`config.mk`:
```
export PLATFORM = sky130hd
export DESIGN_NAME = servo_angle_frame_queue
export DESIGN_NICKNAME = d
export VERILOG_FILES = /design/src/hdl/safq_pkg.sv /design/src/hdl/safq_ram.sv /design/src/hdl/safq_ctrl.sv /design/src/hdl/safq_dp.sv /design/src/hdl/servo_angle_frame_queue.sv
export SDC_FILE = /design/constraint.sdc
export NUM_CORES = 1
export LEC_CHECK = 0
export ABC_CLOCK_PERIOD_IN_PS = 4830
export BUFFER_PORTS_ARGS = -buffer_cell sky130_fd_sc_hd__buf_4
export CAP_MARGIN = 20
export CORE_AREA = 2 2 199 201
export CTS_CLUSTER_SIZE = 40
export DETAILED_ROUTE_END_ITERATION = 6
export DIE_AREA = 0 0 201 203
export GPL_TIMING_DRIVEN = 0
export PLACE_DENSITY = 0.59
export SLEW_MARGIN = 20
export SYNTH_ARGS = -nofsm -noshare
export SYNTH_HDL_FRONTEND = slang
export SYNTH_SLANG_ARGS = --single-unit
```
`constraint.sdc`:
```
create_clock -name clk -period 4.83 [get_ports clk]
set_input_delay 0 -clock clk [delete_from_list [all_inputs] [get_ports clk]]
set_output_delay 0 -clock clk [all_outputs]
set_load 0.01 [all_outputs]
```
`src/hdl/safq_pkg.sv`:
```
// ----------------------------------------------------------------------------
// safq_pkg
// shared types and constants of the servo angle frame queue
// ----------------------------------------------------------------------------
package safq_pkg;

    // function codes of an input item
    typedef enum logic [1:0] {
        FN_SET_ANGLE   = 2'd0,
        FN_TX_COMPLETE = 2'd1,
        FN_TX_ERROR    = 2'd2,
        FN_POLL        = 2'd3
    } func_t;

    // status codes of a result
    typedef enum logic [2:0] {
        STAT_OK       = 3'd0,
        STAT_NO_SLOT  = 3'd1,
        STAT_RANGE    = 3'd2,
        STAT_FULL     = 3'd3,
        STAT_EVENT    = 3'd4
    } status_t;

    // configuration register indexes
    localparam logic [2:0] CFG_SLOT0_ADDR   = 3'd0;
    localparam logic [2:0] CFG_SLOT1_ADDR   = 3'd1;
    localparam logic [2:0] CFG_SLOT2_ADDR   = 3'd2;
    localparam logic [2:0] CFG_SLOT_ENABLE  = 3'd3;
    localparam logic [2:0] CFG_MOVE_TIME    = 3'd4;
    localparam logic [2:0] CFG_POWER_LIMIT  = 3'd5;
    localparam logic [2:0] CFG_ANGLE_LIMIT  = 3'd6;

    localparam int CFG_INDEX_W = 3;
    localparam int CFG_DATA_W  = 16;
    localparam int ADDR_SLOTS  = 3;

    // frame layout
    localparam logic [7:0] FRAME_SYNC0   = 8'h12;
    localparam logic [7:0] FRAME_SYNC1   = 8'h4C;
    localparam logic [7:0] FRAME_CMD     = 8'h08;
    localparam logic [7:0] FRAME_PAY_LEN = 8'h07;
    localparam int         FRAME_LEN     = 12;
    localparam int         BYTE_IDX_W    = 4;

    localparam int ENTRY_W = 24;

    typedef struct packed {
        logic [1:0]         func;
        logic [1:0]         servo_slot;
        logic signed [15:0] angle;
    } cmd_t;

    typedef struct packed {
        logic [2:0] status;
        logic       byte_valid;
        logic [7:0] frame_byte;
        logic       last;
        logic [3:0] queue_count;
        logic       link_busy;
    } result_t;

    // controller to datapath
    typedef struct packed {
        logic load;
        logic exec;
        logic fetch;
        logic send;
    } ctrl_cmd_t;

    // datapath to controller
    typedef struct packed {
        logic send_go;
        logic last_byte;
    } dp_stat_t;

    typedef enum logic [1:0] {
        S_IDLE  = 2'd0,
        S_EXEC  = 2'd1,
        S_FETCH = 2'd2,
        S_SEND  = 2'd3
    } ctrl_state_t;

endpackage

```
`src/hdl/safq_ram.sv`:
```
// ----------------------------------------------------------------------------
// safq_ram
// generic simple dual port ram, one write port, one registered read port
// ----------------------------------------------------------------------------
module safq_ram #(
    parameter int WIDTH = 24,
    parameter int DEPTH = 8
) (
    input  logic                     clk,
    input  logic                     we,
    input  logic [$clog2(DEPTH)-1:0] waddr,
    input  logic [WIDTH-1:0]         wdata,
    input  logic [$clog2(DEPTH)-1:0] raddr,
    output logic [WIDTH-1:0]         rdata
);

    logic [WIDTH-1:0] mem [DEPTH];

    always_ff @(posedge clk)
    begin
        if (we)
        begin
            mem[waddr] <= wdata;
        end
        rdata <= mem[raddr];
    end

endmodule

```
`src/hdl/safq_ctrl.sv`:
```
// ----------------------------------------------------------------------------
// safq_ctrl
// sequencing of one item: evaluate, fetch head entry, send frame bytes
// ----------------------------------------------------------------------------
module safq_ctrl (
    input  logic                 clk,
    input  logic                 rst_n,
    input  logic                 start,
    output logic                 busy,
    input  safq_pkg::dp_stat_t   stat,
    output safq_pkg::ctrl_cmd_t  ctrl
);

    safq_pkg::ctrl_state_t state_reg;
    safq_pkg::ctrl_state_t state_next;

    always_ff @(posedge clk or negedge rst_n)
    begin
        if (!rst_n)
        begin
            state_reg <= safq_pkg::S_IDLE;
        end
        else
        begin
            state_reg <= state_next;
        end
    end

    // next state
    always_comb
    begin
        state_next = state_reg;
        case (state_reg)
            safq_pkg::S_IDLE:
            begin
                if (start)
                begin
                    state_next = safq_pkg::S_EXEC;
                end
            end
            safq_pkg::S_EXEC:
            begin
                state_next = stat.send_go ? safq_pkg::S_FETCH : safq_pkg::S_IDLE;
            end
            safq_pkg::S_FETCH:
            begin
                state_next = safq_pkg::S_SEND;
            end
            safq_pkg::S_SEND:
            begin
                if (stat.last_byte)
                begin
                    state_next = safq_pkg::S_IDLE;
                end
            end
            default:
            begin
                state_next = safq_pkg::S_IDLE;
            end
        endcase
    end

    // outputs
    always_comb
    begin
        ctrl = '0;
        busy = 1'b1;
        case (state_reg)
            safq_pkg::S_IDLE:
            begin
                busy      = 1'b0;
                ctrl.load = start;
            end
            safq_pkg::S_EXEC:
            begin
                ctrl.exec = 1'b1;
            end
            safq_pkg::S_FETCH:
            begin
                ctrl.fetch = 1'b1;
            end
            safq_pkg::S_SEND:
            begin
                ctrl.send = 1'b1;
            end
            default:
            begin
                busy = 1'b1;
            end
        endcase
    end

endmodule

```
`src/hdl/safq_dp.sv`:
```
// ----------------------------------------------------------------------------
// safq_dp
// config registers, queue pointers, entry ram and frame byte generation
// ----------------------------------------------------------------------------
module safq_dp #(
    parameter int QUEUE_DEPTH = 8,
    parameter int SLOT_COUNT  = 3
) (
    input  logic                                clk,
    input  logic                                rst_n,
    input  safq_pkg::cmd_t                      cmd,
    input  safq_pkg::ctrl_cmd_t                 ctrl,
    output safq_pkg::dp_stat_t                  stat,
    input  logic                                cfg_we,
    input  logic [safq_pkg::CFG_INDEX_W-1:0]    cfg_index,
    input  logic [safq_pkg::CFG_DATA_W-1:0]     cfg_data,
    output logic                                result_valid,
    output safq_pkg::result_t                   result
);

    localparam int IDX_W = $clog2(QUEUE_DEPTH);
    localparam int CNT_W = $clog2(QUEUE_DEPTH + 1);
    localparam logic [IDX_W-1:0] LAST_IDX = IDX_W'(QUEUE_DEPTH - 1);
    localparam logic [CNT_W-1:0] FULL_CNT = CNT_W'(QUEUE_DEPTH);
    localparam logic [safq_pkg::BYTE_IDX_W-1:0] LAST_BYTE =
        safq_pkg::BYTE_IDX_W'(safq_pkg::FRAME_LEN - 1);

    // configuration
    logic [7:0]  slot0_addr_reg;
    logic [7:0]  slot1_addr_reg;
    logic [7:0]  slot2_addr_reg;
    logic [2:0]  slot_enable_reg;
    logic [15:0] move_time_reg;
    logic [15:0] power_limit_reg;
    logic [14:0] angle_limit_reg;

    always_ff @(posedge clk or negedge rst_n)
    begin
        if (!rst_n)
        begin
            slot0_addr_reg  <= 8'd0;
            slot1_addr_reg  <= 8'd1;
            slot2_addr_reg  <= 8'd2;
            slot_enable_reg <= 3'd0;
            move_time_reg   <= 16'd100;
            power_limit_reg <= 16'd0;
            angle_limit_reg <= 15'd1350;
        end
        else if (cfg_we)
        begin
            case (cfg_index)
                safq_pkg::CFG_SLOT0_ADDR:  slot0_addr_reg  <= cfg_data[7:0];
                safq_pkg::CFG_SLOT1_ADDR:  slot1_addr_reg  <= cfg_data[7:0];
                safq_pkg::CFG_SLOT2_ADDR:  slot2_addr_reg  <= cfg_data[7:0];
                safq_pkg::CFG_SLOT_ENABLE: slot_enable_reg <= cfg_data[2:0];
                safq_pkg::CFG_MOVE_TIME:   move_time_reg   <= cfg_data;
                safq_pkg::CFG_POWER_LIMIT: power_limit_reg <= cfg_data;
                safq_pkg::CFG_ANGLE_LIMIT: angle_limit_reg <= cfg_data[14:0];
                default: ;
            endcase
        end
    end

    // captured item
    safq_pkg::cmd_t cmd_reg;

    always_ff @(posedge clk)
    begin
        if (ctrl.load)
        begin
            cmd_reg <= cmd;
        end
    end

    // queue state
    logic [IDX_W-1:0] head_reg;
    logic [IDX_W-1:0] head_next;
    logic [IDX_W-1:0] tail_reg;
    logic [IDX_W-1:0] tail_next;
    logic [CNT_W-1:0] count_reg;
    logic [CNT_W-1:0] count_next;
    logic             sending_reg;
    logic             sending_next;
    logic [2:0]       status_reg;
    logic [2:0]       status_next;

    // item evaluation
    logic               is_set;
    logic               is_cmp;
    logic               is_err;
    logic               slot_en;
    logic [7:0]         slot_addr;
    logic signed [16:0] ang_ext;
    logic signed [16:0] lim_pos;
    logic signed [16:0] lim_neg;
    logic [2:0]         status_c;
    logic               push;
    logic               pop;
    logic [CNT_W-1:0]   count_after;
    logic               sending_after;
    logic               send_go;

    always_comb
    begin
        is_set = (cmd_reg.func == safq_pkg::FN_SET_ANGLE);
        is_cmp = (cmd_reg.func == safq_pkg::FN_TX_COMPLETE);
        is_err = (cmd_reg.func == safq_pkg::FN_TX_ERROR);

        case (cmd_reg.servo_slot)
            2'd0:
            begin
                slot_en   = slot_enable_reg[0];
                slot_addr = slot0_addr_reg;
            end
            2'd1:
            begin
                slot_en   = slot_enable_reg[1];
                slot_addr = slot1_addr_reg;
            end
            2'd2:
            begin
                slot_en   = slot_enable_reg[2];
                slot_addr = slot2_addr_reg;
            end
            default:
            begin
                slot_en   = 1'b0;
                slot_addr = 8'd0;
            end
        endcase
        if (int'(cmd_reg.servo_slot) >= SLOT_COUNT)
        begin
            slot_en = 1'b0;
        end

        ang_ext = {cmd_reg.angle[15], cmd_reg.angle};
        lim_pos = signed'({2'b00, angle_limit_reg});
        lim_neg = 17'sd0 - lim_pos;

        if (!is_set)
        begin
            status_c = safq_pkg::STAT_EVENT;
        end
        else if (!slot_en)
        begin
            status_c = safq_pkg::STAT_NO_SLOT;
        end
        else if (ang_ext > lim_pos || ang_ext < lim_neg)
        begin
            status_c = safq_pkg::STAT_RANGE;
        end
        else if (count_reg == FULL_CNT)
        begin
            status_c = safq_pkg::STAT_FULL;
        end
        else
        begin
            status_c = safq_pkg::STAT_OK;
        end

        push = is_set && (status_c == safq_pkg::STAT_OK);
        pop  = is_cmp && (count_reg != '0);

        if (push)
        begin
            count_after = count_reg + CNT_W'(1);
        end
        else if (pop)
        begin
            count_after = count_reg - CNT_W'(1);
        end
        else
        begin
            count_after = count_reg;
        end

        sending_after = (is_cmp || is_err) ? 1'b0 : sending_reg;

        send_go = !is_err && !(is_set && status_c != safq_pkg::STAT_OK)
                  && !sending_after && (count_after != '0);
    end

    always_comb
    begin
        head_next    = head_reg;
        tail_next    = tail_reg;
        count_next   = count_reg;
        sending_next = sending_reg;
        status_next  = status_reg;
        if (ctrl.exec)
        begin
            if (push)
            begin
                tail_next = (tail_reg == LAST_IDX) ? '0 : tail_reg + IDX_W'(1);
            end
            if (pop)
            begin
                head_next = (head_reg == LAST_IDX) ? '0 : head_reg + IDX_W'(1);
            end
            count_next   = count_after;
            sending_next = send_go ? 1'b1 : sending_after;
            status_next  = status_c;
        end
    end

    always_ff @(posedge clk or negedge rst_n)
    begin
        if (!rst_n)
        begin
            head_reg    <= '0;
            tail_reg    <= '0;
            count_reg   <= '0;
            sending_reg <= 1'b0;
        end
        else
        begin
            head_reg    <= head_next;
            tail_reg    <= tail_next;
            count_reg   <= count_next;
            sending_reg <= sending_next;
        end
    end

    always_ff @(posedge clk)
    begin
        status_reg <= status_next;
    end

    // entry store: address over angle
    logic [safq_pkg::ENTRY_W-1:0] entry_rd;

    safq_ram #(
        .WIDTH (safq_pkg::ENTRY_W),
        .DEPTH (QUEUE_DEPTH)
    ) u_entry_ram (
        .clk   (clk),
        .we    (ctrl.exec && push),
        .waddr (tail_reg),
        .wdata ({slot_addr, cmd_reg.angle}),
        .raddr (head_reg),
        .rdata (entry_rd)
    );

    // frame byte sequencing with running checksum
    logic [safq_pkg::BYTE_IDX_W-1:0] byte_idx_reg;
    logic [7:0]                      sum_reg;
    logic [7:0]                      frame_byte;
    logic                            last_byte;

    always_comb
    begin
        case (byte_idx_reg)
            4'd0:    frame_byte = safq_pkg::FRAME_SYNC0;
            4'd1:    frame_byte = safq_pkg::FRAME_SYNC1;
            4'd2:    frame_byte = safq_pkg::FRAME_CMD;
            4'd3:    frame_byte = safq_pkg::FRAME_PAY_LEN;
            4'd4:    frame_byte = entry_rd[23:16];
            4'd5:    frame_byte = entry_rd[7:0];
            4'd6:    frame_byte = entry_rd[15:8];
            4'd7:    frame_byte = move_time_reg[7:0];
            4'd8:    frame_byte = move_time_reg[15:8];
            4'd9:    frame_byte = power_limit_reg[7:0];
            4'd10:   frame_byte = power_limit_reg[15:8];
            4'd11:   frame_byte = sum_reg;
            default: frame_byte = 8'd0;
        endcase
        last_byte = (byte_idx_reg == LAST_BYTE);
    end

    assign stat = '{send_go: send_go, last_byte: last_byte};

    always_ff @(posedge clk)
    begin
        if (ctrl.fetch)
        begin
            byte_idx_reg <= '0;
            sum_reg      <= 8'd0;
        end
        else if (ctrl.send)
        begin
            byte_idx_reg <= byte_idx_reg + safq_pkg::BYTE_IDX_W'(1);
            sum_reg      <= sum_reg + frame_byte;
        end
    end

    // result register
    logic              result_valid_reg;
    logic              result_valid_next;
    safq_pkg::result_t result_reg;
    safq_pkg::result_t result_next;

    always_comb
    begin
        result_valid_next = 1'b0;
        result_next       = result_reg;
        if (ctrl.exec && !send_go)
        begin
            result_valid_next       = 1'b1;
            result_next.status      = status_c;
            result_next.byte_valid  = 1'b0;
            result_next.frame_byte  = 8'd0;
            result_next.last        = 1'b1;
            result_next.queue_count = 4'(count_after);
            result_next.link_busy   = sending_after;
        end
        else if (ctrl.send)
        begin
            result_valid_next       = 1'b1;
            result_next.status      = status_reg;
            result_next.byte_valid  = 1'b1;
            result_next.frame_byte  = frame_byte;
            result_next.last        = last_byte;
            result_next.queue_count = 4'(count_reg);
            result_next.link_busy   = sending_reg;
        end
    end

    always_ff @(posedge clk or negedge rst_n)
    begin
        if (!rst_n)
        begin
            result_valid_reg <= 1'b0;
        end
        else
        begin
            result_valid_reg <= result_valid_next;
        end
    end

    always_ff @(posedge clk)
    begin
        result_reg <= result_next;
    end

    assign result_valid = result_valid_reg;
    assign result       = result_reg;

endmodule

```
`src/hdl/servo_angle_frame_queue.sv`:
```
// ----------------------------------------------------------------------------
// servo_angle_frame_queue
// queues servo angle commands and emits 12-byte command frames for a serial
// link; link events pop, release or resend the head frame
// ----------------------------------------------------------------------------
//
//  channel   ports                                   transfer when
//  --------  --------------------------------------  ---------------------------
//  command   start, busy, cmd                        start high, busy low
//  result    result_valid, result                    result_valid high (1 cycle)
//  config    cfg_we, cfg_index, cfg_data             cfg_we high
//
//  an item with a single result: evaluate cycle after the command transfer,
//  result in the next cycle; busy is high for the evaluate cycle only, so
//  the next command can be taken as soon as the block is back in idle
//  an item that starts a frame: evaluate, a ram read for the head
//  entry, then the twelve frame bytes; a new command is taken only after
//  the last byte, the byte run itself streams one byte per cycle
//  the checksum is built serially while the bytes go out
//  reset clears the queue pointers and link flag, presets the config registers
//  the receiver cannot stall: every result is shown for exactly one cycle
//
module servo_angle_frame_queue #(
    parameter int QUEUE_DEPTH = 8,
    parameter int SLOT_COUNT  = 3
) (
    input  logic                                clk,
    input  logic                                rst_n,
    // command channel
    input  logic                                start,
    output logic                                busy,
    input  safq_pkg::cmd_t                      cmd,
    // result channel
    output logic                                result_valid,
    output safq_pkg::result_t                   result,
    // configuration port
    input  logic                                cfg_we,
    input  logic [safq_pkg::CFG_INDEX_W-1:0]    cfg_index,
    input  logic [safq_pkg::CFG_DATA_W-1:0]     cfg_data
);

    // command and status between sequencer and datapath
    safq_pkg::ctrl_cmd_t ctrl;
    safq_pkg::dp_stat_t  stat;

    // sequencer: idle, evaluate, head fetch, byte run
    safq_ctrl u_ctrl (
        .clk   (clk),
        .rst_n (rst_n),
        .start (start),
        .busy  (busy),
        .stat  (stat),
        .ctrl  (ctrl)
    );

    // datapath: checks, ring pointers, entry ram, frame bytes
    safq_dp #(
        .QUEUE_DEPTH (QUEUE_DEPTH),
        .SLOT_COUNT  (SLOT_COUNT)
    ) u_dp (
        .clk          (clk),
        .rst_n        (rst_n),
        .cmd          (cmd),
        .ctrl         (ctrl),
        .stat         (stat),
        .cfg_we       (cfg_we),
        .cfg_index    (cfg_index),
        .cfg_data     (cfg_data),
        .result_valid (result_valid),
        .result       (result)
    );

    // an accepted command keeps the block busy in the next cycle
    a_accept_busy : assert property (@(posedge clk) disable iff (!rst_n)
        start && !busy |=> busy)
        else $error("busy not raised after command transfer");

    // a result without a frame byte is always the only and last one
    a_plain_last : assert property (@(posedge clk) disable iff (!rst_n)
        result_valid && !result.byte_valid |-> result.last)
        else $error("plain result without last");

    // a byte run continues without gaps until its last byte
    a_run_gapless : assert property (@(posedge clk) disable iff (!rst_n)
        result_valid && result.byte_valid && !result.last
        |=> result_valid && result.byte_valid)
        else $error("gap in frame byte run");

    // frame bytes only while the link is marked busy
    a_run_link_busy : assert property (@(posedge clk) disable iff (!rst_n)
        result_valid && result.byte_valid |-> result.link_busy)
        else $error("frame byte while link idle");

    // no command transfer while bytes are still coming
    a_no_overlap : assert property (@(posedge clk) disable iff (!rst_n)
        ctrl.send |-> busy)
        else $error("command window open during byte run");

endmodule

```
Word level (Yosys, flattened, before mapping)
Memories as Yosys holds them, arrays and structs flattened. A register that Yosys moved wholly into a read port is not among the register bits.
Cells that the tools add are included.
{"block": "op_classes", "addsub": 7, "magnitude_cmp": 3, "eq_ne": 29, "muxes": 29, "reduce_logical": 34}
{"operator": "case mux 8 bit (12 select lines)", "n": 1}
{"operator": "two-way mux 18 bit", "n": 2}
{"operator": "case mux 8 bit (3 select lines)", "n": 1}
{"operator": "== test 4 bit, second input constant", "n": 5}
{"operator": "AND reduction 2 bit", "n": 10}
{"operator": "== test 4 x 3 -> 1 bit, second input constant", "n": 4}
{"operator": "> comparator 16 bit", "n": 1}
{"operator": "< comparator 16 bit", "n": 1}
{"operator": "subtractor 1 x 15 -> 16 bit, first input constant", "n": 1}
{"operator": "== test 3 bit, second input constant", "n": 5}
{"operator": "two-way mux 3 bit", "n": 5}
{"operator": "two-way mux 1 bit", "n": 12}
{"operator": "adder 4 x 1 -> 4 bit, second input constant", "n": 2}
{"operator": "adder 8 bit", "n": 1}
{"operator": "== test 2 bit, second input constant", "n": 4}
{"operator": "== test 4 x 2 -> 1 bit, second input constant", "n": 2}
{"operator": "logical AND 1 bit", "n": 8}
{"operator": "two-way mux 2 bit", "n": 4}
{"operator": "two-way mux 4 bit", "n": 2}
{"operator": "case mux 2 bit (4 select lines)", "n": 1}
{"operator": "nonzero test 4 bit", "n": 2}
{"operator": "adder 3 x 1 -> 3 bit, second input constant", "n": 2}
{"operator": "== test 2 x 1 -> 1 bit, second input constant", "n": 3}
{"operator": "== test 3 x 2 -> 1 bit, second input constant", "n": 2}
{"operator": "other kinds (14)", "n": 21}
{"block": "totals", "ff_bits": 141, "ramBits": 192, "in_bits": 43, "out_inout_bits": 20, "wordCells": 128, "memories": 1}
{"name": "u_dp.u_entry_ram.mem", "words": 8, "word_bits": 24, "read_ports": 1, "rd_clocked_by_memory_dff": 1, "wr": 1, "line": "safq_ram.sv:17", "rtl": "logic [WIDTH-1:0] mem [DEPTH];"}

Depth between registers and ports, before layout
Gate-level depths: netlist of the first run.
{"block": "logic_depth", "word_depth": 15, "mapped_depth": 18, "mapped_depth_nobuf": 16}

Modules after synthesis
Synthesis of the first run repeated with hierarchy kept, for this count alone.
{"block": "hier_totals", "cells_unflattened": 990, "area_unflattened_um2": 15386.0}
{"module": "safq_ram", "n_inst": 1, "cells_per_inst": 314, "area_each_um2": 7797.5, "seq_area_each_um2": 6246.0}
{"module": "safq_dp", "n_inst": 1, "cells_per_inst": 663, "area_each_um2": 7473.4, "seq_area_each_um2": 3535.9}
{"module": "safq_ctrl", "n_inst": 1, "cells_per_inst": 13, "area_each_um2": 115.1, "seq_area_each_um2": 50.0}

Worst setup path after synthesis of the first run
Ideal clock, no wire load.
{"block": "synth_timing", "path_kind": "register to register", "start": "register u_dp.angle_limit_reg[3]", "end": "memory u_dp.u_entry_ram.mem[0][0], enable pin", "setup_time_ps": 435, "arrival_ps": 4847, "required_time_ps": 4395, "setup_slack_ps": -452, "stages_incl_launch_ff": 16, "path_buffers": 1, "period_less_slack_ps": 5282, "path_cell_list": "dfrtp_1 > inv_1 > nand4_1 > nor4_1 > nand3_1 > nor4_1 > xnor2_1 > ha_1 > nand4_1 > a2111oi_2 > o32ai_2 > nor4_4 > buf_4 > nand2_2 > or2_1 > nor3_1"}
{"block": "synth_via", "elab_chain_len": 11, "elab_cells_between_ends": 12, "classes_between": "add/sub (1); order compare (2); mux (5); reduce/logical (4)"}
{"item": "start: declaration", "line": "safq_dp.sv:35", "rtl": "logic [14:0] angle_limit_reg;"}
{"item": "start signal: assignment", "line": "safq_dp.sv:58", "rtl": "safq_pkg::CFG_ANGLE_LIMIT: angle_limit_reg <= cfg_data[14:0];"}
{"item": "subtractor 1 x 15 -> 16 bit", "line": "safq_dp.sv:138", "rtl": "lim_neg = 17'sd0 - lim_pos;"}
{"item": "< comparator 16 bit", "line": "safq_dp.sv:148", "rtl": "else if (ang_ext > lim_pos || ang_ext < lim_neg)"}
{"item": "logical OR 1 bit (*)", "line": "safq_dp.sv:148"}
{"item": "two-way mux 3 bit (*)", "line": "safq_dp.sv:148"}
{"item": "two-way mux 3 bit (*)", "line": "safq_dp.sv:144", "rtl": "else if (!slot_en)"}
{"item": "two-way mux 3 bit (*)", "line": "safq_dp.sv:140", "rtl": "if (!is_set)"}
{"item": "zero test 3 bit (*)", "line": "safq_dp.sv:161", "rtl": "push = is_set && (status_c == safq_pkg::STAT_OK);"}
{"item": "logical AND 1 bit (*)", "line": "safq_dp.sv:161"}
{"item": "logical AND 1 bit (*)", "line": "safq_dp.sv:237", "rtl": ".we (ctrl.exec && push),"}
{"item": "two-way mux 1 bit (*)", "line": "safq_ram.sv:21", "rtl": "if (we)"}
{"item": "two-way mux 1 bit (implied by the code) (*)", "line": "safq_ram.sv:23", "rtl": "mem[waddr] <= wdata;"}
{"item": "end: declaration", "line": "safq_ram.sv:17"}
Mark *: on every way between the ends. The rest lies on a longest branch, timed or not.

Final worst setup path of the first run
{"block": "layout_timing", "start": "register u_dp.angle_limit_reg[3]", "end": "memory u_dp.u_entry_ram.mem[0][1], enable pin"}
Same word-level chain as after synthesis.

==> metrics.md, run 1 <==
| Metric | Value |
|---|---|
| Outcome | finished, final reports clean |
| Final WS setup | 0.354 ns |
| Worst skew pair latency | 0.56 ns |
| Most numerous cell in the Yosys netlist | edfxtp_1 |
| Initial Util | 0.397 |
| Maxcap violations | 0 |
| Post-Place Worst Slack | -0.282 ns |
| Cells after DPL | 1578 |
| # fillers | 3296 |
| Layout net count | 1248 |
| XOR/XNOR share of the synthesized area | 0.0115 |
| Crit start category | flip-flop |
| Cell row count | 72 |
| Area Growth Syn to Fin | 21.8% |
| First-pass GRT wire length | 55400 um |
| Setup crit start | u_dp.angle_limit_reg[3] |
| Vias in the first global route | 9037 |
| F_max | 223 MHz |
| Crit path capture | u_dp.u_entry_ram.mem[0][1] |
| Max VDD drop | 0.312 mV |
| Slowest stage delay, CP | 0.37 ns |
| Die area | 0.0408 mm2 |
| # IOs | 63 |
| Net Count, Synth | 1084 |
| Worst Path Required | 5.10 ns |
| FF-to-FF End | u_dp.u_entry_ram.mem[0][1] |
| Fin cells | 1703 |
| Worst-margin pin slew | 1.15 ns |
| R2R depth | 18 |
| Final Total Pwr | 10.1 mW |
| Post-Layout Inst Area | 0.0186 mm2 |
| Drt total wl | 36100 um |
| Clk root buf | clkbuf_16 |
| Wire per inst | 21.2 um |
| Slowest cell on the critical path | dfrtp_1 |
| Drt pass-1 iters | 7 |
| Final worst path period share | 0.927 |
| Final Hold Vio Count | 0 |
| CP Buf/Inv Count | 4 |
| P_leak | 6.88 nW |
| CTS Buffer Depth | 3 |
| Minimum clock period | 4.48 ns |
| CTS Buf Count | 40 |
| CP Capture Type | flip-flop |
| Synth Area in Simple Gates | 0.0552 |
| Clock slew at reported path FFs | 0.06 ns |
| Unique cell type count in the Yosys netlist | 69 |
| Post-synthesis mux area share | 0.158 |
| DRT iter0 DRCs | 657 |
| Largest delay share family, worst path | simple AND/OR/NAND/NOR gates |
| H-tree Lvls | 2 |
| Vias | 9007 |
| Share of cells above drive strength 1 | 0.284 |
| CP Cell Sequence | inv_1 -> nand4_1 -> nor4_4 -> nand3_1 -> nor2_1 -> xnor2_1 -> ha_1 -> nand3_1 -> o221a_2 -> o22ai_1 -> o32ai_4 -> nor4_4 -> buf_4 -> nand2_2 -> or2_4 -> nor3_4 -> buf_8 -> buf_8 |
| R2R Setup Slk | 0.35 ns |
| Primary FF master, synth | edfxtp_1 |
| Max reg flops | 192 |
| Number of diodes | 0 |
| Core area | 0.0385 mm2 |
| Post-DP Area | 0.0167 mm2 |
| DRC violations left | 0 |
| Pin count of the biggest net entering global routing | 89 |
| Fraction of the mapped netlist area in adder cells | 0.0431 |
| Fin Setup TNS | 0 ns |
| Commonest cells in the netlist | 223 x edfxtp_1, 102 x mux2_2, 78 x dfrtp_1 |
| Die Ht | 203 um |
| HPWL Detailed | 24700 um |
| Yosys top cell by area | edfxtp_1 |
| Main combinational cell family by area after synthesis | multiplexers |
| TritonCTS Sinks | 357 |
| Post-synth EDFFs | 223 |
| Total congestion overflow | 0 |
| Synth Register Bits | 357 |
| Skew final | 0.0220 ns |
| CP Depth | 18 |
| Initial antenna violation count | 0 |
| RePlAce Congestion | 0.811 |
| Post-Synthesis Cells | 989 |
| Final number of setup-violating endpoints | 0 |
| Sequential element share of the synthesized area | 0.644 |
| Ys Warns | 0 |
| Max-slew violation count | 0 |
| Worst Hold Class | in2async |
| TritonCTS clock tree | yes |
| Critical path fanouts, max | 10 |
| Pwr dens | 543 mW/mm2 |
| Post-DRT Antenna Nets | 0 |
| Final Core Density | 0.483 |
| Syn Std Cell Area | 0.0153 mm2 |
| Arr. time, crit path | 4.74 ns |
| WHS | 0.0658 ns |
| Worst r2r src | u_dp.angle_limit_reg[3] |
| Synth area leaders | edfxtp_1 44%, dfrtp_1 13%, mux2_2 7.5% |
| Buffers on Ports | 60 |
| Area fraction in compound gates after synthesis | 0.0656 |
| Die width | 201 um |
| Vias per inst | 5.29 |
| Crit Path Class | reg2reg |
| Max-slew headroom | 0.223 |
| Avg Cell Area, Syn | 15.4 um2 |
| Share of async-settable or async-resettable flops after synthesis | 0.246 |
| All-Layer GR Usage | 0.180 |
| Yosys top cell area share | 0.439 |
## where the power goes
part / internal [mW] / switching, mW / total (mW)
sequential: 3.74 / 0.315 / 4.06
clock: 1.77 / 1.26 / 3.03
combinational: 1.39 / 1.62 / 3.01
total: 6.90 / 3.19 / 10.1
## repair_timing
action / CTS / global route
hold endpoints to repair: 175 / 0
hold buffers: 41 / 0
pin swaps: 3 / 5
setup endpoints to repair: 127 / 206
setup buffers: 4 / 5
resized for setup: 1 / 8
## worst min path at each step
stage          cells after the start    from                 to  slack (ns)
2_1_floorplan                      0   rst_n          async pin       -0.30
3_3_place_gp                       1  cmd[2]    u_dp.ang_ext[2]        0.18
3_5_place_dp                       1   rst_n  u_dp.count_reg[0]        0.13
4_1_cts                            2   rst_n  u_dp.count_reg[0]        0.09
5_1_grt                            2   rst_n   u_dp.head_reg[1]        0.14
6_report                           2   rst_n   u_dp.tail_reg[2]        0.07
## cell type report
class / count / area [um2] / area share
tap: 518 / 648 / 0.0349
buffer: 44 / 178 / 0.00956
timing repair buffer: 122 / 1220 / 0.0657
inverter: 43 / 161 / 0.00869
clock inverter: 25 / 239 / 0.0129
sequential: 357 / 9830 / 0.529
clock buffer: 49 / 1080 / 0.0579
multi-input combinational: 545 / 5220 / 0.281
## metal layers
layer	track usage	vias up	part of all wire
li1	-	4158	-
met1	0.248	4576	0.46
met2	0.291	215	0.47
met3	0.0310	58	0.045
met4	0.0585	0	0.024
met5	0	-	0
## logic make-up (layout without fill, tap and decap cells)
kind of cell,Yosys count,in the layout
mux,168,168
buf+inv,87,283
xor+xnor,20,20
fa+ha+maj,52,52
flops,357,357
compound gates,142,142
simple gates,163,163
## layout by cell type (no fill, tap or decap), types with 30 or more instances in the layout
cell type        n
buf_4           66
clkbuf_1        40
clkbuf_16       41
dfrtp_1         78
dfxtp_1         46
dlygate4sd3_1   41
edfxtp_1       223
ha_1            51
inv_1           42
mux2_2         102
mux4_2          48
nand2_1         50
o21ai_0         30
(Power assumes the default switching activity.)
==> run 2: changes to the inputs <==
Settings changed: CORE_AREA 2 2 199 201 to 2 2 209 191, DIE_AREA 0 0 201 203 to 0 0 211 193.
==> run 2 against run 1 <==
Net effect: setup slack lost 0.11 ns; global-route usage is 0.079 points higher; worst hold slack worse by 0.026 ns.
==> metrics.md, run 2 (same netlist as run 1, synthesis figures left out) <==
| Metric | Value |
|---|---|
| Cell row count | 69 |
| All-Layer GR Usage | 0.181 |
| Post-DRT Antenna Nets | 0 |
| Share of cells above drive strength 1 | 0.281 |
| TritonCTS clock tree | yes |
| CP Buf/Inv Count | 2 |
| Cells after DPL | 1558 |
| CP Capture Type | flip-flop |
| Die width | 211 um |
| CTS Buf Count | 37 |
| Area Growth Syn to Fin | 21.1% |
| Wire per inst | 21.5 um |
| Final Total Pwr | 10.1 mW |
| Max-slew headroom | 0.291 |
| Total congestion overflow | 0 |
| Skew final | 0.0196 ns |
| Critical path fanouts, max | 9 |
| Die area | 0.0407 mm2 |
| HPWL Detailed | 25000 um |
| Crit start category | flip-flop |
| Outcome | finished, final reports clean |
| Initial antenna violation count | 1 |
| Slowest cell on the critical path | a2111oi_0 |
| Final number of setup-violating endpoints | 0 |
| Vias in the first global route | 9174 |
| Die Ht | 193 um |
| Slowest stage delay, CP | 0.43 ns |
| Internal | 6.94 mW |
| P_leak | 6.84 nW |
| DRC violations left | 0 |
| Vias per inst | 5.35 |
| Largest delay share family, worst path | compound AO/OA/AOI/OAI gates |
| Detail Route met3 WL | 1710 um |
| DRT iter0 DRCs | 674 |
| Core area | 0.0388 mm2 |
| Number of diodes | 0 |
| RePlAce Congestion | 0.818 |
| Met2 wire len | 17700 um |
| Most used cell, CP | nor4_4 |
| Clk root buf | clkbuf_16 |
| Worst r2r src | u_dp.angle_limit_reg[3] |
| Initial Util | 0.394 |
| Most common cell after layout, fill and taps aside | edfxtp_1 |
| Fin cells | 1672 |
| Share of total power in sequential cells | 0.404 |
| Minimum clock period | 4.58 ns |
| Crit Path Class | reg2reg |
| Layout net count | 1242 |
| Pin count of the biggest net entering global routing | 89 |
| Min-Delay Startpoint | cfg_index[1] |
| First-pass GRT wire length | 55100 um |
| Final worst path period share | 0.948 |
| Wire length on met1 | 15900 um |
| RSZ-0062 raised after global routing | no |
| Worst skew pair latency | 0.53 ns |
| H-tree Lvls | 2 |
| Arr. time, crit path | 4.78 ns |
| # IOs | 63 |
| Drt total wl | 36000 um |
| Switching Share | 0.311 |
| Drt pass-1 iters | 5 |
| Most frequent cells in the layout | 223 x edfxtp_1, 102 x mux2_2, 78 x dfrtp_1 |
| CP Cell Sequence | inv_1 -> nand4_1 -> nor4_4 -> nand3_1 -> nor4_1 -> xnor2_1 -> ha_1 -> a21o_1 -> a2111oi_0 -> o22ai_1 -> o32ai_4 -> nor4_4 -> buf_4 -> mux2_2 -> nor3_2 -> o31a_2 |
| Max VDD drop | 0.312 mV |
| Worst-margin pin slew | 1.05 ns |
| Clock power share | 0.296 |
| Max reg flops | 192 |
| Worst Path Required | 5.03 ns |
| Max-slew violation count | 0 |
| Final Hold Vio Count | 0 |
| Vias | 8940 |
| Top Layer Used | met4 |
| Pwr dens | 545 mW/mm2 |
| Maxcap violations | 0 |
| Logic gate share of total power | 0.300 |
| CTS Buffer Depth | 3 |
| TritonCTS Sinks | 357 |
| Clock slew at reported path FFs | 0.06 ns |
| Worst Hold Class | in2reg |
| Setup crit start | u_dp.angle_limit_reg[3] |
| P_sw | 3.13 mW |
| F_max | 218 MHz |
| Buffers on Ports | 60 |
==> run 2: path summary, 6_finish.rpt <==
check	endpoint	depth (start not counted)	slack (ns)
worst max register to register	u_dp.result[4]	16	0.25
max in group asynchronous	u_dp.count_reg[3]	2	4.12
worst min register to register	u_dp.result[14]	2	0.49
min in group asynchronous	u_dp.slot2_addr_reg[2]	2	0.14
worst min-delay path	u_dp.slot2_addr_reg[7]	4	0.04
worst max-delay path	u_dp.result[4]	16	0.25
==> run 2: power by group through the flow <==
stage	combinational [mW]	clock, mW	sequential (mW)
floorplan	2.12	0	4.00
CTS	3.01	3.05	4.07
global route	3.33	3.16	4.11
global placement	2.91	0	4.12
finish	3.01	2.98	4.07
detailed placement	2.96	0	4.12
==> run 2: through the flow <==
stage	instance area (um2)	utilization	hold WS, ns	setup WS, ns	TNS (ns)
after floorplan	15300	-	-0.296	0.193	0
after global placement	16300	0.421	0.178	-1.60	-277.61
after detailed placement	16700	0.430	0.145	-0.169	-10.44
after CTS	18400	0.475	0.0255	0.0324	0
after global routing	18500	0.477	0.0339	0.0342	0
final	18500	0.477	0.0402	0.249	0
==> run 2: cell type report <==
type | instances | area, um2
multi-input cells | 545 | 5220
well taps | 497 | 622
plain buffers | 44 | 176
clock inverters | 24 | 322
flip-flops and latches | 357 | 9830
clock buffers | 43 | 948
repair buffers | 119 | 1200
inverters | 43 | 161
fillers | 3289 | 20300
==> run 2: tightest hold or removal path, stage by stage <==
cell and delay (ns):
buf_4 0.13, nand2_1 0.07, nor3_2 0.10, mux2_2 0.23
==> run 2: layer usage <==
layer	GRT usage	vias up
met2	0.306	210
met4	0.0469	0
li1	-	4138
met1	0.249	4542
met5	0	-
met3	0.0222	50
==> run 2: timing repair <==
| action | 4_1_cts | 5_1_grt |
|---|---|---|
| gates resized for setup | 3 | 5 |
| cloned | 0 | 0 |
| setup endpoints to repair | 123 | 144 |
| pin swaps | 6 | 1 |
| setup buffers | 6 | 1 |
| endpoints found under the hold margin | 173 | 0 |
| hold buffers | 38 | 0 |
==> run 3: changes to the inputs <==
Settings changed: CTS_BUF_LIST set to sky130_fd_sc_hd__clkbuf_4.
==> run 3 against run 2 <==
Net effect: routed wire length grew 3.4%; combinational power is essentially flat; final cell count grew 8.0%; sequential share of layout area shrank 0.69 points; clock power shrank 13%; clock skew grew 0.036 ns; core utilization grew 0.63 points; critical endpoint is now u_dp.result[3]; largest power group unchanged; highest routed layer unchanged.
==> metrics.md, run 3 (same netlist as run 1, synthesis figures left out) <==
| Metric | Value |
|---|---|
| Most frequent cells in the layout | 223 x edfxtp_1, 134 x clkbuf_4, 102 x mux2_2 |
| P_sw | 3.16 mW |
| Largest delay share family, worst path | compound AO/OA/AOI/OAI gates |
| Met2 usage | 0.320 |
| Most common cell after layout, fill and taps aside | edfxtp_1 |
| Slowest stage delay, CP | 0.50 ns |
| Die Ht | 193 um |
| Storage element area | 0.00983 mm2 |
| All-Layer GR Usage | 0.187 |
| Share of total power in sequential cells | 0.420 |
| Most used cell, CP | nor4_4 |
| Worst skew pair latency | 0.73 ns |
| Crit Path Class | reg2reg |
| Grt met1 use | 0.245 |
| H-tree Lvls | 3 |
| RSZ-0062 raised after global routing | yes |
| Total congestion overflow | 0 |
| RePlAce Congestion | 0.818 |
| Initial Util | 0.394 |
| F_max | 217 MHz |
| Core area | 0.0388 mm2 |
| Max-slew headroom | 0.225 |
| Top Usage Layer GRT | met2 |
| R2R Setup Slk | 0.22 ns |
| Logic gate share of total power | 0.313 |
| Vias in the first global route | 9793 |
| Die width | 211 um |
| Drt total wl | 37200 um |
| CTS Buf Count | 90 |
| Min-Delay Endpoint | u_dp.power_limit_reg[15] |
| Skew final | 0.0553 ns |
| Worst Path Required | 5.24 ns |
| Arr. time, crit path | 5.03 ns |
| Initial antenna violation count | 3 |
| Vias per inst | 5.23 |
| Worst Hold Depth | 3 |
| Final Total Pwr | 9.69 mW |
| Crit start category | flip-flop |
| Switching Share | 0.326 |
| Layout net count | 1325 |
| TritonCTS clock tree | yes |
| First-pass GRT wire length | 56700 um |
| TritonCTS Sinks | 357 |
| Post-DRT Antenna Nets | 0 |
| R2R depth | 15 |
| Internal | 6.53 mW |
| DRT iter0 DRCs | 635 |
| WHS | 0.0888 ns |
| # fillers | 3333 |
| CTS Buffer Depth | 3 |
| Drt pass-1 iters | 5 |
| HPWL Detailed | 25000 um |
| Buffers on Ports | 60 |
| Max-slew violation count | 0 |
| Worst r2r src | u_dp.angle_limit_reg[4] |
| P_leak | 7.06 nW |
| Cell row count | 69 |
| Area taken by multi-input logic gates | 0.00522 mm2 |
| Minimum clock period | 4.61 ns |
| Pin count of the biggest net entering global routing | 79 |
| Worst Hold Class | in2reg |
| Max VDD drop | 0.233 mV |
| Slowest cell on the critical path | a21oi_1 |
| Wire per inst | 20.6 um |
| Worst-margin pin slew | 1.15 ns |
| FF-to-FF End | u_dp.result[3] |
| Max reg flops | 192 |
| Share of cells above drive strength 1 | 0.317 |
| Maxcap violations | 0 |
| CP Capture Type | flip-flop |
| Outcome | finished, final reports clean |
| Final number of setup-violating endpoints | 0 |
| Area Growth Syn to Fin | 22.7% |
| Vias | 9437 |
| Critical path fanouts, max | 9 |
| Min-Delay Startpoint | cfg_data[15] |
| Die area | 0.0407 mm2 |
| Clock slew at reported path FFs | 0.07 ns |
| Clk root buf | clkbuf_4 |
| Final worst path period share | 0.955 |
| Clock power share | 0.267 |
| DRC violations left | 0 |
| # IOs | 63 |
| Final Hold Vio Count | 0 |
| CP Cell Sequence | inv_1 -> nand4_1 -> nor4_4 -> nand3_1 -> nor4_1 -> xnor2_1 -> ha_1 -> a21o_1 -> a2111oi_0 -> o22ai_1 -> o32ai_4 -> nor4_4 -> a21oi_1 -> nor3_2 -> o31a_2 |
| Global Route met3 Usage | 0.0334 |
| Pwr dens | 518 mW/mm2 |
| CP Buf/Inv Count | 1 |
run 3: worst register-to-register path, delay by kind of cell, from the launching register on:
family,cells,cell delay [ns]
fa+ha+maj,1,0.27
xor+xnor,1,0.17
buf+inv,1,0.13
compound gates,6,2.08
simple gates,6,1.21
flops,1,0.42
run 3: final cells by class:
type                            count  area share
Buffer                             44     0.00963
Clock buffer                      134      0.0537
Clock inverter                     32     0.00963
Tap cell                          497      0.0332
Antenna cell                        4    0.000535
Multi-Input combinational cell    545       0.279
Timing Repair Buffer              149      0.0807
Inverter                           43     0.00862
Sequential cell                   357       0.525
run 3: power by group through the flow:
stage	clock, mW	combinational [mW]	sequential [mW]
2_1_floorplan	0	2.12	4.00
3_5_place_dp	0	2.96	4.12
4_1_cts	2.67	3.04	4.07
3_3_place_gp	0	2.91	4.12
6_report	2.58	3.03	4.07
5_1_grt	2.83	3.35	4.11
run 3: through the flow:
| stage | TNS, ns | utilization | area, um2 | setup slack, ns | instances |
|---|---|---|---|---|---|
| 5_1_grt | -0.240 | 0.483 | 18700 | -0.0295 | 1805 |
| 6_report | 0 | 0.483 | 18700 | 0.216 | 1805 |
| 3_5_place_dp | -10.44 | 0.430 | 16700 | -0.169 | 1558 |
| 2_1_floorplan | 0 | - | 15300 | 0.193 | 989 |
| 3_3_place_gp | -277.61 | 0.421 | 16300 | -1.60 | 1546 |
| 4_1_cts | -0.578 | 0.481 | 18600 | -0.0336 | 1797 |
run 3: worst max path at each step:
stage / from / to / slack (ns) / depth (start not counted)
after floorplan: u_dp.angle_limit_reg[3] / u_dp.u_entry_ram.mem[4][0] / 0.19 / 15
after global placement: u_dp.angle_limit_reg[3] / u_dp.u_entry_ram.mem[2][7] / -1.60 / 15
after detailed placement: u_dp.angle_limit_reg[3] / u_dp.u_entry_ram.mem[6][6] / -0.17 / 16
after CTS: u_dp.angle_limit_reg[4] / u_dp.u_entry_ram.mem[7][12] / -0.03 / 15
after global routing: u_dp.angle_limit_reg[4] / u_dp.u_entry_ram.mem[0][9] / -0.03 / 18
final: u_dp.angle_limit_reg[4] / u_dp.result[3] / 0.22 / 15
run 3: routing by layer:
metal	part of all wire	wire length, um
met5	0	0
met3	0.049	1830
met2	0.50	18600
met1	0.43	16200
met4	0.016	582
run 3: timing repair:
action                     4_1_cts  5_1_grt
buffers inserted                 4        3
hold endpoints to repair       183        0
resized for setup                2        7
setup endpoints to repair      127      172
hold buffers                    69        0
pin swaps                        4        3
